==> config.mk <==
export PLATFORM = sky130hd
export DESIGN_NAME = baro_vertical_velocity_estimator
export DESIGN_NICKNAME = d
export VERILOG_FILES = /design/src/bvve_pkg.sv /design/src/baro_vertical_velocity_estimator.sv /design/src/bvve_velocity.sv /design/src/bvve_win_cell.sv /design/src/bvve_div_cell.sv
export SDC_FILE = /design/constraint.sdc
export NUM_CORES = 2
export LEC_CHECK = 0
export BUFFER_PORTS_ARGS = -buffer_cell sky130_fd_sc_hd__buf_2
export CORE_MARGIN = 5
export CORE_UTILIZATION = 40
export DETAILED_ROUTE_END_ITERATION = 8
export PLACE_DENSITY = 0.58
export SLEW_MARGIN = 5
export SYNTH_ARGS = -nofsm -noshare
export SYNTH_HDL_FRONTEND = slang
export SYNTH_HIERARCHICAL = 1
export SYNTH_SLANG_ARGS = --single-unit
==> constraint.sdc <==
create_clock -name clk -period 34.2 [get_ports clk]
set_clock_uncertainty 0.15 [all_clocks]
set_input_delay 1.71 -clock clk [delete_from_list [all_inputs] [get_ports clk]]
set_output_delay 1.71 -clock clk [all_outputs]
set_load 0.01 [all_outputs]
==> src/bvve_pkg.sv <==
// Package for the barometric vertical velocity estimator.
// Holds the fixed field widths, the smoothing constants and the item payload type.
// Depends on nothing; every file in src but bvve_checker imports it.
package bvve_pkg;

	// Field widths fixed by the sample format.
	localparam int unsigned DATA_W = 32;
	localparam int unsigned DIFF_W = DATA_W + 1;

	// Gain of 40 on the altitude step, built as (d << 5) + (d << 3).
	localparam int unsigned GAIN_SH_HI = 5;
	localparam int unsigned GAIN_SH_LO = 3;
	localparam int unsigned GAIN_W = DIFF_W + 6;

	// Decay weight of 0.2 as 13107 / 65536, rounded towards minus infinity.
	localparam int unsigned DECAY_MUL_W = 15;
	localparam logic signed [DECAY_MUL_W-1:0] DECAY_MUL = 15'sd13107;
	localparam int unsigned DECAY_SHIFT = 16;
	localparam int unsigned PROD_W = DATA_W + DECAY_MUL_W;
	localparam int unsigned DECAY_W = PROD_W - DECAY_SHIFT;

	// Width of the unsaturated velocity sum and the saturation limits.
	localparam int unsigned VSUM_W = GAIN_W + 1;
	localparam logic signed [DATA_W-1:0] VEL_MAX = 32'sh7FFF_FFFF;
	localparam logic signed [DATA_W-1:0] VEL_MIN = 32'sh8000_0000;

	// Payload that travels with each sample down the pipeline.
	typedef struct packed {
		logic signed [DATA_W-1:0] alt;
		logic signed [DATA_W-1:0] vel;
	} item_t;

endpackage

==> src/baro_vertical_velocity_estimator.sv <==
// Barometric vertical velocity estimator. One altitude sample (1/256 m, signed) enters per
// beat and one result beat leaves per sample, carrying the altitude, the smoothed velocity
// and the mean of the last WINDOW_LEN velocities. A new sample is taken in every cycle while
// the output keeps up. The path runs through three front stages, one stage for the running
// window sum, three for the average (magnitude, partial products of a reciprocal
// multiplication, then sum and shift) and the output register. When the output stalls, one
// further beat waits in a skid stage and the input closes until it has drained.
// The window is a shift line of WINDOW_LEN cells with a running sum.
// Depends on bvve_pkg, bvve_velocity, bvve_win_cell and bvve_div_cell.
module baro_vertical_velocity_estimator #(
	parameter int unsigned WINDOW_LEN = 10
) (
	input  logic        clk,
	input  logic        arst_n,
	input  logic        s_tvalid,
	output logic        s_tready,
	input  logic [31:0] s_tdata,   // altitude [31:0]
	output logic        m_tvalid,
	input  logic        m_tready,
	output logic [95:0] m_tdata    // altitude_out [31:0], velocity [63:32], average_velocity [95:64]
);
	import bvve_pkg::*;

	localparam int unsigned SUM_W = DATA_W + $clog2(WINDOW_LEN);
	localparam int unsigned OUT_W = 3 * DATA_W;

	logic en;

	// Front end
	logic  v_valid;
	item_t v_item;

	// Window stage
	logic signed [DATA_W-1:0] win_q [WINDOW_LEN];
	logic signed [SUM_W-1:0]  sum_q;
	logic                     valid_s4;
	item_t                    item_s4;

	// Average
	logic              div_valid;
	item_t             div_item;
	logic [DATA_W-1:0] div_avg;

	// Output register and skid stage
	logic [OUT_W-1:0]  fin_data;
	logic              main_free;
	logic              main_valid_q, skid_valid_q;
	logic [OUT_W-1:0]  main_data_q, skid_data_q;

	// The pipeline moves whenever the skid stage is empty.
	assign en       = !skid_valid_q;
	assign s_tready = en;

	bvve_velocity u_velocity (
		.clk      (clk),
		.arst_n   (arst_n),
		.en       (en),
		.in_valid (s_tvalid),
		.altitude (s_tdata),
		.out_valid(v_valid),
		.out_item (v_item)
	);

	// Window shift line: the newest velocity enters at cell 0.
	for (genvar i = 0; i < WINDOW_LEN; i++) begin : g_win
		if (i == 0) begin : g_head
			bvve_win_cell u_cell (
				.clk   (clk),
				.arst_n(arst_n),
				.shift (en && v_valid),
				.d     (v_item.vel),
				.q     (win_q[i])
			);
		end else begin : g_body
			bvve_win_cell u_cell (
				.clk   (clk),
				.arst_n(arst_n),
				.shift (en && v_valid),
				.d     (win_q[i-1]),
				.q     (win_q[i])
			);
		end
	end

	// Running sum: add the newest velocity, drop the one leaving the line.
	always_ff @(posedge clk or negedge arst_n) begin
		if (!arst_n) begin
			sum_q    <= '0;
			valid_s4 <= 1'b0;
		end else if (en) begin
			valid_s4 <= v_valid;
			if (v_valid) begin
				sum_q <= sum_q + SUM_W'(v_item.vel) - SUM_W'(win_q[WINDOW_LEN-1]);
			end
		end
	end

	always_ff @(posedge clk) begin
		if (en) begin
			item_s4 <= v_item;
		end
	end

	// Average of the window, truncated towards zero.
	bvve_div_cell #(
		.SUM_W  (SUM_W),
		.DIVISOR(WINDOW_LEN)
	) u_div (
		.clk      (clk),
		.arst_n   (arst_n),
		.en       (en),
		.in_valid (valid_s4),
		.in_item  (item_s4),
		.in_sum   (sum_q),
		.out_valid(div_valid),
		.out_item (div_item),
		.out_avg  (div_avg)
	);

	always_comb begin
		fin_data = {div_avg, div_item.vel, div_item.alt};
	end

	// Output register with a skid stage behind it.
	assign main_free = !main_valid_q || m_tready;

	always_ff @(posedge clk or negedge arst_n) begin
		if (!arst_n) begin
			main_valid_q <= 1'b0;
			skid_valid_q <= 1'b0;
		end else if (main_free) begin
			if (skid_valid_q) begin
				main_valid_q <= 1'b1;
				skid_valid_q <= 1'b0;
			end else begin
				main_valid_q <= div_valid;
			end
		end else if (en && div_valid) begin
			skid_valid_q <= 1'b1;
		end
	end

	always_ff @(posedge clk) begin
		if (main_free) begin
			main_data_q <= skid_valid_q ? skid_data_q : fin_data;
		end else if (en && div_valid) begin
			skid_data_q <= fin_data;
		end
	end

	assign m_tvalid = main_valid_q;
	assign m_tdata  = main_data_q;

endmodule

==> src/bvve_velocity.sv <==
// Front end of the estimator: altitude difference, gain and the smoothed velocity loop.
// Three stages; the velocity register closes the recurrence.
// Depends on bvve_pkg.
module bvve_velocity (
	input  logic                          clk,
	input  logic                          arst_n,
	input  logic                          en,
	input  logic                          in_valid,
	input  logic signed [bvve_pkg::DATA_W-1:0] altitude,
	output logic                          out_valid,
	output bvve_pkg::item_t               out_item
);
	import bvve_pkg::*;

	logic signed [DATA_W-1:0] prev_q;
	logic signed [DATA_W-1:0] vel_q;

	logic                     valid_s1, valid_s2, valid_s3;
	logic signed [DIFF_W-1:0] diff_s1;
	logic                     upd_s1, upd_s2;
	logic signed [DATA_W-1:0] alt_s1, alt_s2, alt_s3;
	logic signed [GAIN_W-1:0] d40_s2;

	logic signed [GAIN_W-1:0]  dx;
	logic signed [PROD_W-1:0]  prod;
	logic signed [DECAY_W-1:0] decay;
	logic signed [VSUM_W-1:0]  vsum;
	logic signed [DATA_W-1:0]  vel_next;

	// Difference widened for the gain of 40, which is built as two shifted copies of it.
	always_comb begin
		dx = GAIN_W'(diff_s1);
	end

	// Decay, add and saturate for the velocity recurrence.
	always_comb begin
		prod  = PROD_W'(vel_q) * PROD_W'(DECAY_MUL);
		decay = prod[PROD_W-1:DECAY_SHIFT];
		vsum  = VSUM_W'(decay) + VSUM_W'(d40_s2);
		if (vsum > VSUM_W'(VEL_MAX)) begin
			vel_next = VEL_MAX;
		end else if (vsum < VSUM_W'(VEL_MIN)) begin
			vel_next = VEL_MIN;
		end else begin
			vel_next = vsum[DATA_W-1:0];
		end
	end

	// Control state and the two stored values of the recurrence.
	always_ff @(posedge clk or negedge arst_n) begin
		if (!arst_n) begin
			valid_s1 <= 1'b0;
			valid_s2 <= 1'b0;
			valid_s3 <= 1'b0;
			prev_q   <= '0;
			vel_q    <= '0;
		end else if (en) begin
			valid_s1 <= in_valid;
			valid_s2 <= valid_s1;
			valid_s3 <= valid_s2;
			if (in_valid) begin
				prev_q <= altitude;
			end
			if (valid_s2 && upd_s2) begin
				vel_q <= vel_next;
			end
		end
	end

	// Payload stages.
	always_ff @(posedge clk) begin
		if (en) begin
			diff_s1 <= DIFF_W'(altitude) - DIFF_W'(prev_q);
			upd_s1  <= (prev_q != '0);
			alt_s1  <= altitude;
			d40_s2  <= (dx <<< GAIN_SH_HI) + (dx <<< GAIN_SH_LO);
			upd_s2  <= upd_s1;
			alt_s2  <= alt_s1;
			alt_s3  <= alt_s2;
		end
	end

	assign out_valid    = valid_s3;
	assign out_item.alt = alt_s3;
	assign out_item.vel = vel_q;

endmodule

==> src/bvve_win_cell.sv <==
// One cell of the velocity window: holds a single velocity and hands it on.
// The cells form a shift line whose last cell holds the oldest velocity.
// Depends on bvve_pkg.
module bvve_win_cell (
	input  logic                               clk,
	input  logic                               arst_n,
	input  logic                               shift,
	input  logic signed [bvve_pkg::DATA_W-1:0] d,
	output logic signed [bvve_pkg::DATA_W-1:0] q
);
	import bvve_pkg::*;

	logic signed [DATA_W-1:0] val_q;

	// The window starts cleared, so an unfilled entry counts as zero.
	always_ff @(posedge clk or negedge arst_n) begin
		if (!arst_n) begin
			val_q <= '0;
		end else if (shift) begin
			val_q <= d;
		end
	end

	assign q = val_q;

endmodule

==> src/bvve_div_cell.sv <==
// Divider of the signed window sum by WINDOW_LEN, truncating towards zero.
// Multiplies the magnitude by a fixed reciprocal as split partial products over three stages.
// Depends on bvve_pkg.
module bvve_div_cell #(
	parameter int unsigned SUM_W   = 36,
	parameter int unsigned DIVISOR = 10
) (
	input  logic                        clk,
	input  logic                        arst_n,
	input  logic                        en,
	input  logic                        in_valid,
	input  bvve_pkg::item_t             in_item,
	input  logic [SUM_W-1:0]            in_sum,
	output logic                        out_valid,
	output bvve_pkg::item_t             out_item,
	output logic [bvve_pkg::DATA_W-1:0] out_avg
);
	import bvve_pkg::*;

	// With a shift of the magnitude width plus clog2 of the divisor, the rounded-up
	// reciprocal gives the exact floored quotient for every magnitude that can occur.
	localparam int unsigned RCP_SH = SUM_W + $clog2(DIVISOR);
	localparam int unsigned RCP_W  = SUM_W + 1;
	localparam logic [63:0] RCP64  = ((64'd1 << RCP_SH) + 64'(DIVISOR) - 64'd1) / 64'(DIVISOR);
	localparam logic [RCP_W-1:0] RCP = RCP64[RCP_W-1:0];

	// Both operands are split at LO_W bits so that each partial product stays small.
	localparam int unsigned LO_W = 20;
	localparam int unsigned NH_W = SUM_W - LO_W;
	localparam int unsigned MH_W = RCP_W - LO_W;
	localparam int unsigned LL_W = LO_W + LO_W;
	localparam int unsigned LH_W = LO_W + MH_W;
	localparam int unsigned HL_W = NH_W + LO_W;
	localparam int unsigned HH_W = NH_W + MH_W;
	localparam int unsigned PP_W = SUM_W + RCP_W;

	logic              valid_s5, valid_s6, valid_s7;
	item_t             item_s5, item_s6, item_s7;
	logic              neg_s5, neg_s6, neg_s7;
	logic [SUM_W-1:0]  mag_s5;
	logic [LL_W-1:0]   pp_ll_s6;
	logic [LH_W-1:0]   pp_lh_s6;
	logic [HL_W-1:0]   pp_hl_s6;
	logic [HH_W-1:0]   pp_hh_s6;
	logic [DATA_W-1:0] quo_s7;

	logic [LO_W-1:0]   n_lo;
	logic [NH_W-1:0]   n_hi;
	logic [PP_W-1:0]   prod;

	// Halves of the magnitude for the partial products.
	always_comb begin
		n_lo = mag_s5[LO_W-1:0];
		n_hi = mag_s5[SUM_W-1:LO_W];
	end

	// Full product of magnitude and reciprocal, rebuilt from the four partial products.
	always_comb begin
		prod = (PP_W'(pp_hh_s6) << LL_W)
			+ (PP_W'(pp_lh_s6) << LO_W)
			+ (PP_W'(pp_hl_s6) << LO_W)
			+ PP_W'(pp_ll_s6);
	end

	// Valid bits of the three stages.
	always_ff @(posedge clk or negedge arst_n) begin
		if (!arst_n) begin
			valid_s5 <= 1'b0;
			valid_s6 <= 1'b0;
			valid_s7 <= 1'b0;
		end else if (en) begin
			valid_s5 <= in_valid;
			valid_s6 <= valid_s5;
			valid_s7 <= valid_s6;
		end
	end

	// Magnitude, partial products, then the quotient taken from the top of the product.
	always_ff @(posedge clk) begin
		if (en) begin
			item_s5  <= in_item;
			neg_s5   <= in_sum[SUM_W-1];
			mag_s5   <= in_sum[SUM_W-1] ? (~in_sum + SUM_W'(1)) : in_sum;
			item_s6  <= item_s5;
			neg_s6   <= neg_s5;
			pp_ll_s6 <= LL_W'(n_lo) * LL_W'(RCP[LO_W-1:0]);
			pp_lh_s6 <= LH_W'(n_lo) * LH_W'(RCP[RCP_W-1:LO_W]);
			pp_hl_s6 <= HL_W'(n_hi) * HL_W'(RCP[LO_W-1:0]);
			pp_hh_s6 <= HH_W'(n_hi) * HH_W'(RCP[RCP_W-1:LO_W]);
			item_s7  <= item_s6;
			neg_s7   <= neg_s6;
			quo_s7   <= prod[RCP_SH +: DATA_W];
		end
	end

	// The sign of the sum is put back on the truncated quotient.
	assign out_valid = valid_s7;
	assign out_item  = item_s7;
	assign out_avg   = neg_s7 ? (~quo_s7 + DATA_W'(1)) : quo_s7;

endmodule

* Word-level counts from Yosys, hierarchy flattened
Cells that the tools add are included. Widths: inputs -> output; s select.
Cells by class: add/sub/neg operators 10, multipliers 5, $lt $le $gt $ge 2, mux-type cells 8, bitwise gates (word level) 4, reduce and logical (&&, ||, !) cells 12
Operators with widths (count):
- $mux 32 | 3
- $mux 96 | 1
- $add 72x40->72 | 1
- $add 72x56->72 | 1
- $add 72x57->72 | 1
- $mul 32x15->47 const B | 1
- $add 31x39->40 | 1
- $gt 40x32->1 const B | 1
- $lt 40x32->1 const B | 1
- $add 38x36->39 | 1
- $mul 20x19->39 const B | 1
- $mul 20x17->37 const B | 1
- $add 36x1->36 const B | 1
- $add 36x32->36 | 1
- $not 36->36 | 1
- $sub 36x32->36 | 1
- $mul 16x19->35 const B | 1
- $mux 35 | 1
- $sub 32x32->33 | 1
- $add 32x1->32 const B | 1
- $mul 16x17->32 const B | 1
- $not 32->32 | 1
- $reduce_bool 32->1 | 1
- $reduce_and 2->1 | 4
- other kinds (6) | 12
Storage, ports and cells: flip-flop bits (word level) 1261, input bits 36, output and inout bits 98

* Depth between registers and ports, before layout
depth in word-level cells 5, mapped depth 38, gate-level depth less buffers 36

* Hierarchy
Netlist, hierarchy kept.
By module, submodules not included:
- bvve_div_cell | times used 1, cells an instance 2793, area an instance 33860.0 um^2, sequential area each 11636.2 um^2
- bvve_velocity | times used 1, cells an instance 1948, area an instance 20597.3 um^2, sequential area each 6691.4 um^2
- bvve_win_cell | times used 10, cells an instance 68, area an instance 1345.0 um^2, sequential area each 800.8 um^2
- baro_vertical_velocity_estimator | times used 1, cells an instance 946, area an instance 13412.9 um^2, sequential area each 8663.3 um^2

* Worst setup path after synthesis
Ideal clock, no wire load.
path type reg2reg, from reg skid_valid_q, to reg g_win[0].g_head.u_cell.val_q[0], arrival time 17.226 ns, required time 33.925 ns, slack 16.698 ns, stages on the path, launching flop included 9, path buffers 4, cell sequence dfrtp_1 clkbuf_1 inv_1 nand2_1 clkinv_1 clkbuf_1 buf_6 buf_12 mux2_4
Between the ends: longest elaborated chain between the ends 2
Ends and longest elaborated chain:
- start: declaration | line baro_vertical_velocity_estimator.sv:47 | logic main_valid_q, skid_valid_q;
- start signal: assignment | line baro_vertical_velocity_estimator.sv:130 | skid_valid_q <= 1'b0;
- start signal: assignment | line baro_vertical_velocity_estimator.sv:134 | skid_valid_q <= 1'b0;
- start signal: assignment | line baro_vertical_velocity_estimator.sv:139 | skid_valid_q <= 1'b1;
- $logic_not 1->1 | line baro_vertical_velocity_estimator.sv:51 | assign en = !skid_valid_q;
- via s_tready | line baro_vertical_velocity_estimator.sv:16 | output logic s_tready,
- $logic_and 1x1->1 | line baro_vertical_velocity_estimator.sv:70 | .shift (en && v_valid),
- end signal: assignment | line bvve_win_cell.sv:18 | val_q <= '0;
- end signal: assignment | line bvve_win_cell.sv:20 | val_q <= d;
- end: declaration | line bvve_win_cell.sv:13 | logic signed [DATA_W-1:0] val_q;
The timed path passes the listed nets, and every way through them passes these cells. A chain may end at the register's enable or synchronous reset.

* Final worst setup path
from reg u_velocity.vel_q[7], to reg u_velocity.vel_q[17]
Between the ends: longest elaborated chain between the ends 5, elaborated cells on any way between the ends 6, those cells by class add/sub: 1; mul: 1; order compare: 2; mux: 2
Ends and longest elaborated chain:
- start: declaration | line bvve_velocity.sv:16 | logic signed [DATA_W-1:0] vel_q;
- start signal: assignment | line bvve_velocity.sv:65 | vel_q <= vel_next;
- $mul 32x15->47 (*) | line bvve_velocity.sv:37 | prod = PROD_W'(vel_q) * PROD_W'(DECAY_MUL);
- $add 31x39->40 (*) | line bvve_velocity.sv:39 | vsum = VSUM_W'(decay) + VSUM_W'(d40_s2);
- $lt 40x32->1 | line bvve_velocity.sv:42 | end else if (vsum < VSUM_W'(VEL_MIN)) begin
- $mux 32 | line bvve_velocity.sv:42
- $mux 32 (*) | line bvve_velocity.sv:40 | if (vsum > VSUM_W'(VEL_MAX)) begin
Mark *: on every way between the ends. The rest lies on a longest branch, timed or not.

==> results.json <==
{
  "status": "completed",
  "synth_top_area_frac": 0.298,
  "pin_count": 134,
  "globalRoute.totalOverflow": 0,
  "gr-usage-all-layers": 0.179,
  "clk_latency_ns": 0.81,
  "cp-start-kind": "flip-flop",
  "postCtsHoldBufs": 0,
  "arrival_ns": 11.37,
  "critPathMaxFanout": 31,
  "die_area_sq_um": 212000,
  "cts_tree": "built",
  "dp_hpwl_um": 146000,
  "cts.sinks": 1237,
  "dpl_worst_slack_ns": 23.43,
  "synth_flop_cell": "edfxtp_1",
  "grt_max_degree": 179,
  "setup_ws_ns": 23.26,
  "setup_violations": 0,
  "synth_top_cell_by_area": "edfxtp_1",
  "first_pass_iters": 7,
  "cpPeakStageDelay_ns": 0.72,
  "synth_edf_count": 808,
  "h-tree-depth": 4,
  "synth_warnings": 6,
  "ys_seq_area_frac": 0.430,
  "endpoint_kind": "flip-flop",
  "hp-class": "reg2reg",
  "antenna_found_initial": 4,
  "r2r_end": "u_velocity/vel_q[17]",
  "vias": 46700,
  "initial_core_util": 0.402,
  "first_global_vias": 49200,
  "path_clk_slew_ns": 0.07,
  "r2r_start": "u_velocity/vel_q[7]",
  "synth_area_sq_um": 81300,
  "rsz0062_at_grt": "false",
  "cts_buffers": 139,
  "cts_buffer_depth": 3,
  "drt_wl_total_um": 187000,
  "r2r_cells": 31,
  "yosysMostFrequentCell": "inv_1",
  "crit_top_cell": "fa_1",
  "wl_per_cell_um": 20.0,
  "max_freq_mhz": 91.4,
  "crit_slowest_cell": "a21o_2",
  "slew_violations": 0,
  "finalCriticalPeriod_ns": 10.94,
  "drv_cap": 0,
  "syn-num-nets": 7777,
  "gp_congestion": 0.888,
  "async_flop_share": 0.347,
  "avgSynthCellArea_sq_um": 12.8,
  "ys_types": 111,
  "die_height_um": 461,
  "post-cts-setup-buffers": 0,
  "vias_per_cell": 4.99,
  "hold_violations": 0,
  "hold_path_end": "item_s4[33]",
  "min_from": "u_velocity/alt_s3[1]",
  "synth.area.top_cells": "edfxtp_1 (30%), fa_1 (15%), dfrtp_1 (13%)",
  "synth-seq-cells": 1237,
  "hold_depth": 0,
  "post-route-period-util": 0.320,
  "core_sq_um": 202000,
  "io_buffers": 133,
  "nNetsFinal": 7968,
  "worstPathRequired_ns": 34.63,
  "slew_headroom": 0.307,
  "die-width_um": 461,
  "synthCells": 6367,
  "tightest_slew_ns": 1.04,
  "grt_pass1_wl_um": 293000,
  "cts_resized": 0,
  "drt_iter0_drc": 3005,
  "reg2reg_slack_ns": 23.26,
  "areaGrowthSynthToFinish_pct": 9.91,
  "synthTopCellsByCount": "inv_1 (1111), edfxtp_1 (808), ha_1 (777)",
  "clock-root-buffer": "clkbuf_16",
  "ant_nets": 0,
  "critPathKind": "reg2reg",
  "drc_errors": 0,
  "setup_tns_ns": 0,
  "rows": 165,
  "drive_above_1_share": 0.135
}
## routing by layer
| layer | track usage | up-vias | share of wire |
|---|---|---|---|
| li1 | - | 22100 | - |
| met1 | 0.250 | 23500 | 0.47 |
| met2 | 0.292 | 788 | 0.47 |
| met3 | 0.0255 | 240 | 0.036 |
| met4 | 0.0491 | 0 | 0.026 |
| met5 | 0 | - | 0 |
## layout by cell type, fill, tap and decap left out, types with 37 or more instances in the layout
master     instances
buf_2            132
ha_1             777
inv_1           1110
nor3_1            53
nor2_1           188
o21ai_0          161
edfxtp_1         808
fa_1             597
nand3_1           57
xor2_1           117
nor2b_1           38
nand2_1          229
clkbuf_16        140
dfrtp_1          427
mux2_4           300
mux2_2           152
a21o_1           128
a21oi_1          277
xnor2_1          261
nand2b_1          37
## worst max-delay path, delay by kind of cell (launching register included)
kind	cells	cell delay [ns]
AOI/OAI and AO/OA	15	4.20
adders and majority gates	8	3.84
and+or+nand+nor	5	1.02
xor gates and xnor gates	1	0.67
DFF	1	0.66
buffers and inverters	2	0.11
## sequential cells by signal, summed over array words and instances (netlist names), 32 cells and up
| register | flops |
|---|---|
| u_velocity/prev_q | 32 |
| u_velocity/diff_s1 | 33 |
| u_velocity/vel_q | 32 |
| u_velocity/alt_s2 | 32 |
| m_tdata | 96 |
| skid_data_q | 96 |
| item_s4 | 64 |
| u_div/pp_hl_s6 | 33 |
| u_div/item_s6 | 64 |
| u_div/out_item | 64 |
| g_win.g_body.u_cell/q | 288 |
| u_velocity/alt_s1 | 32 |
| u_div/pp_hh_s6 | 32 |
| u_div/item_s5 | 64 |
| u_div/pp_lh_s6 | 37 |
| u_div/mag_s5 | 36 |
| u_velocity/alt_s3 | 32 |
| sum_q | 36 |
| u_velocity/d40_s2 | 36 |
| g_win.g_head.u_cell/q | 32 |
| u_div/quo_s7 | 32 |
## cells by family after synthesis
group                      Yosys count  share of synthesized area
AOI/OAI and AO/OA                  895                     0.0720
xor gates and xnor gates           378                     0.0407
adders and majority gates         1374                      0.267
buffers and inverters             1224                     0.0644
DFF                               1237                      0.430
muxes                              454                     0.0767
and+or+nand+nor                    805                     0.0493
## final cells by class
| type | instances | area (sq um) |
|---|---|---|
| clock buffer | 167 | 3630 |
| timing repair buffer | 161 | 936 |
| clock inverter | 87 | 1170 |
| inverter | 1113 | 4190 |
| sequential | 1237 | 35000 |
| fill | 18400 | 113000 |
| tap | 2672 | 3340 |
| antenna | 1 | 2.50 |
| multi-input combinational | 3906 | 41100 |
## worst max path at each step
stage,start,endpoint,cells after the start
5_1_grt,u_velocity/vel_q[7],u_velocity/vel_q[17],31
6_report,u_velocity/vel_q[7],u_velocity/vel_q[17],31
4_1_cts,u_velocity/vel_q[7],u_velocity/vel_q[17],31
3_5_place_dp,u_velocity/vel_q[7],u_velocity/vel_q[7],31
3_3_place_gp,u_velocity/vel_q[8],u_velocity/vel_q[5],31
2_1_floorplan,skid_valid_q,g_win[0].g_head.u_cell/q[0],8
## metrics by stage
stage          cells  instance area, sq um  hold slack [ns]   util
6_report        9344                 89400            0.252  0.442
4_1_cts         9343                 89400            0.260  0.442
5_1_grt         9344                 89400            0.264  0.442
2_1_floorplan   6367                 81300            0.250      -
3_3_place_gp    9089                 84600            0.250  0.418
3_5_place_dp    9089                 84600            0.255  0.418
Power is not shown: default switching activity piles up to over one toggle a cycle in this logic, so the estimate is an artifact.
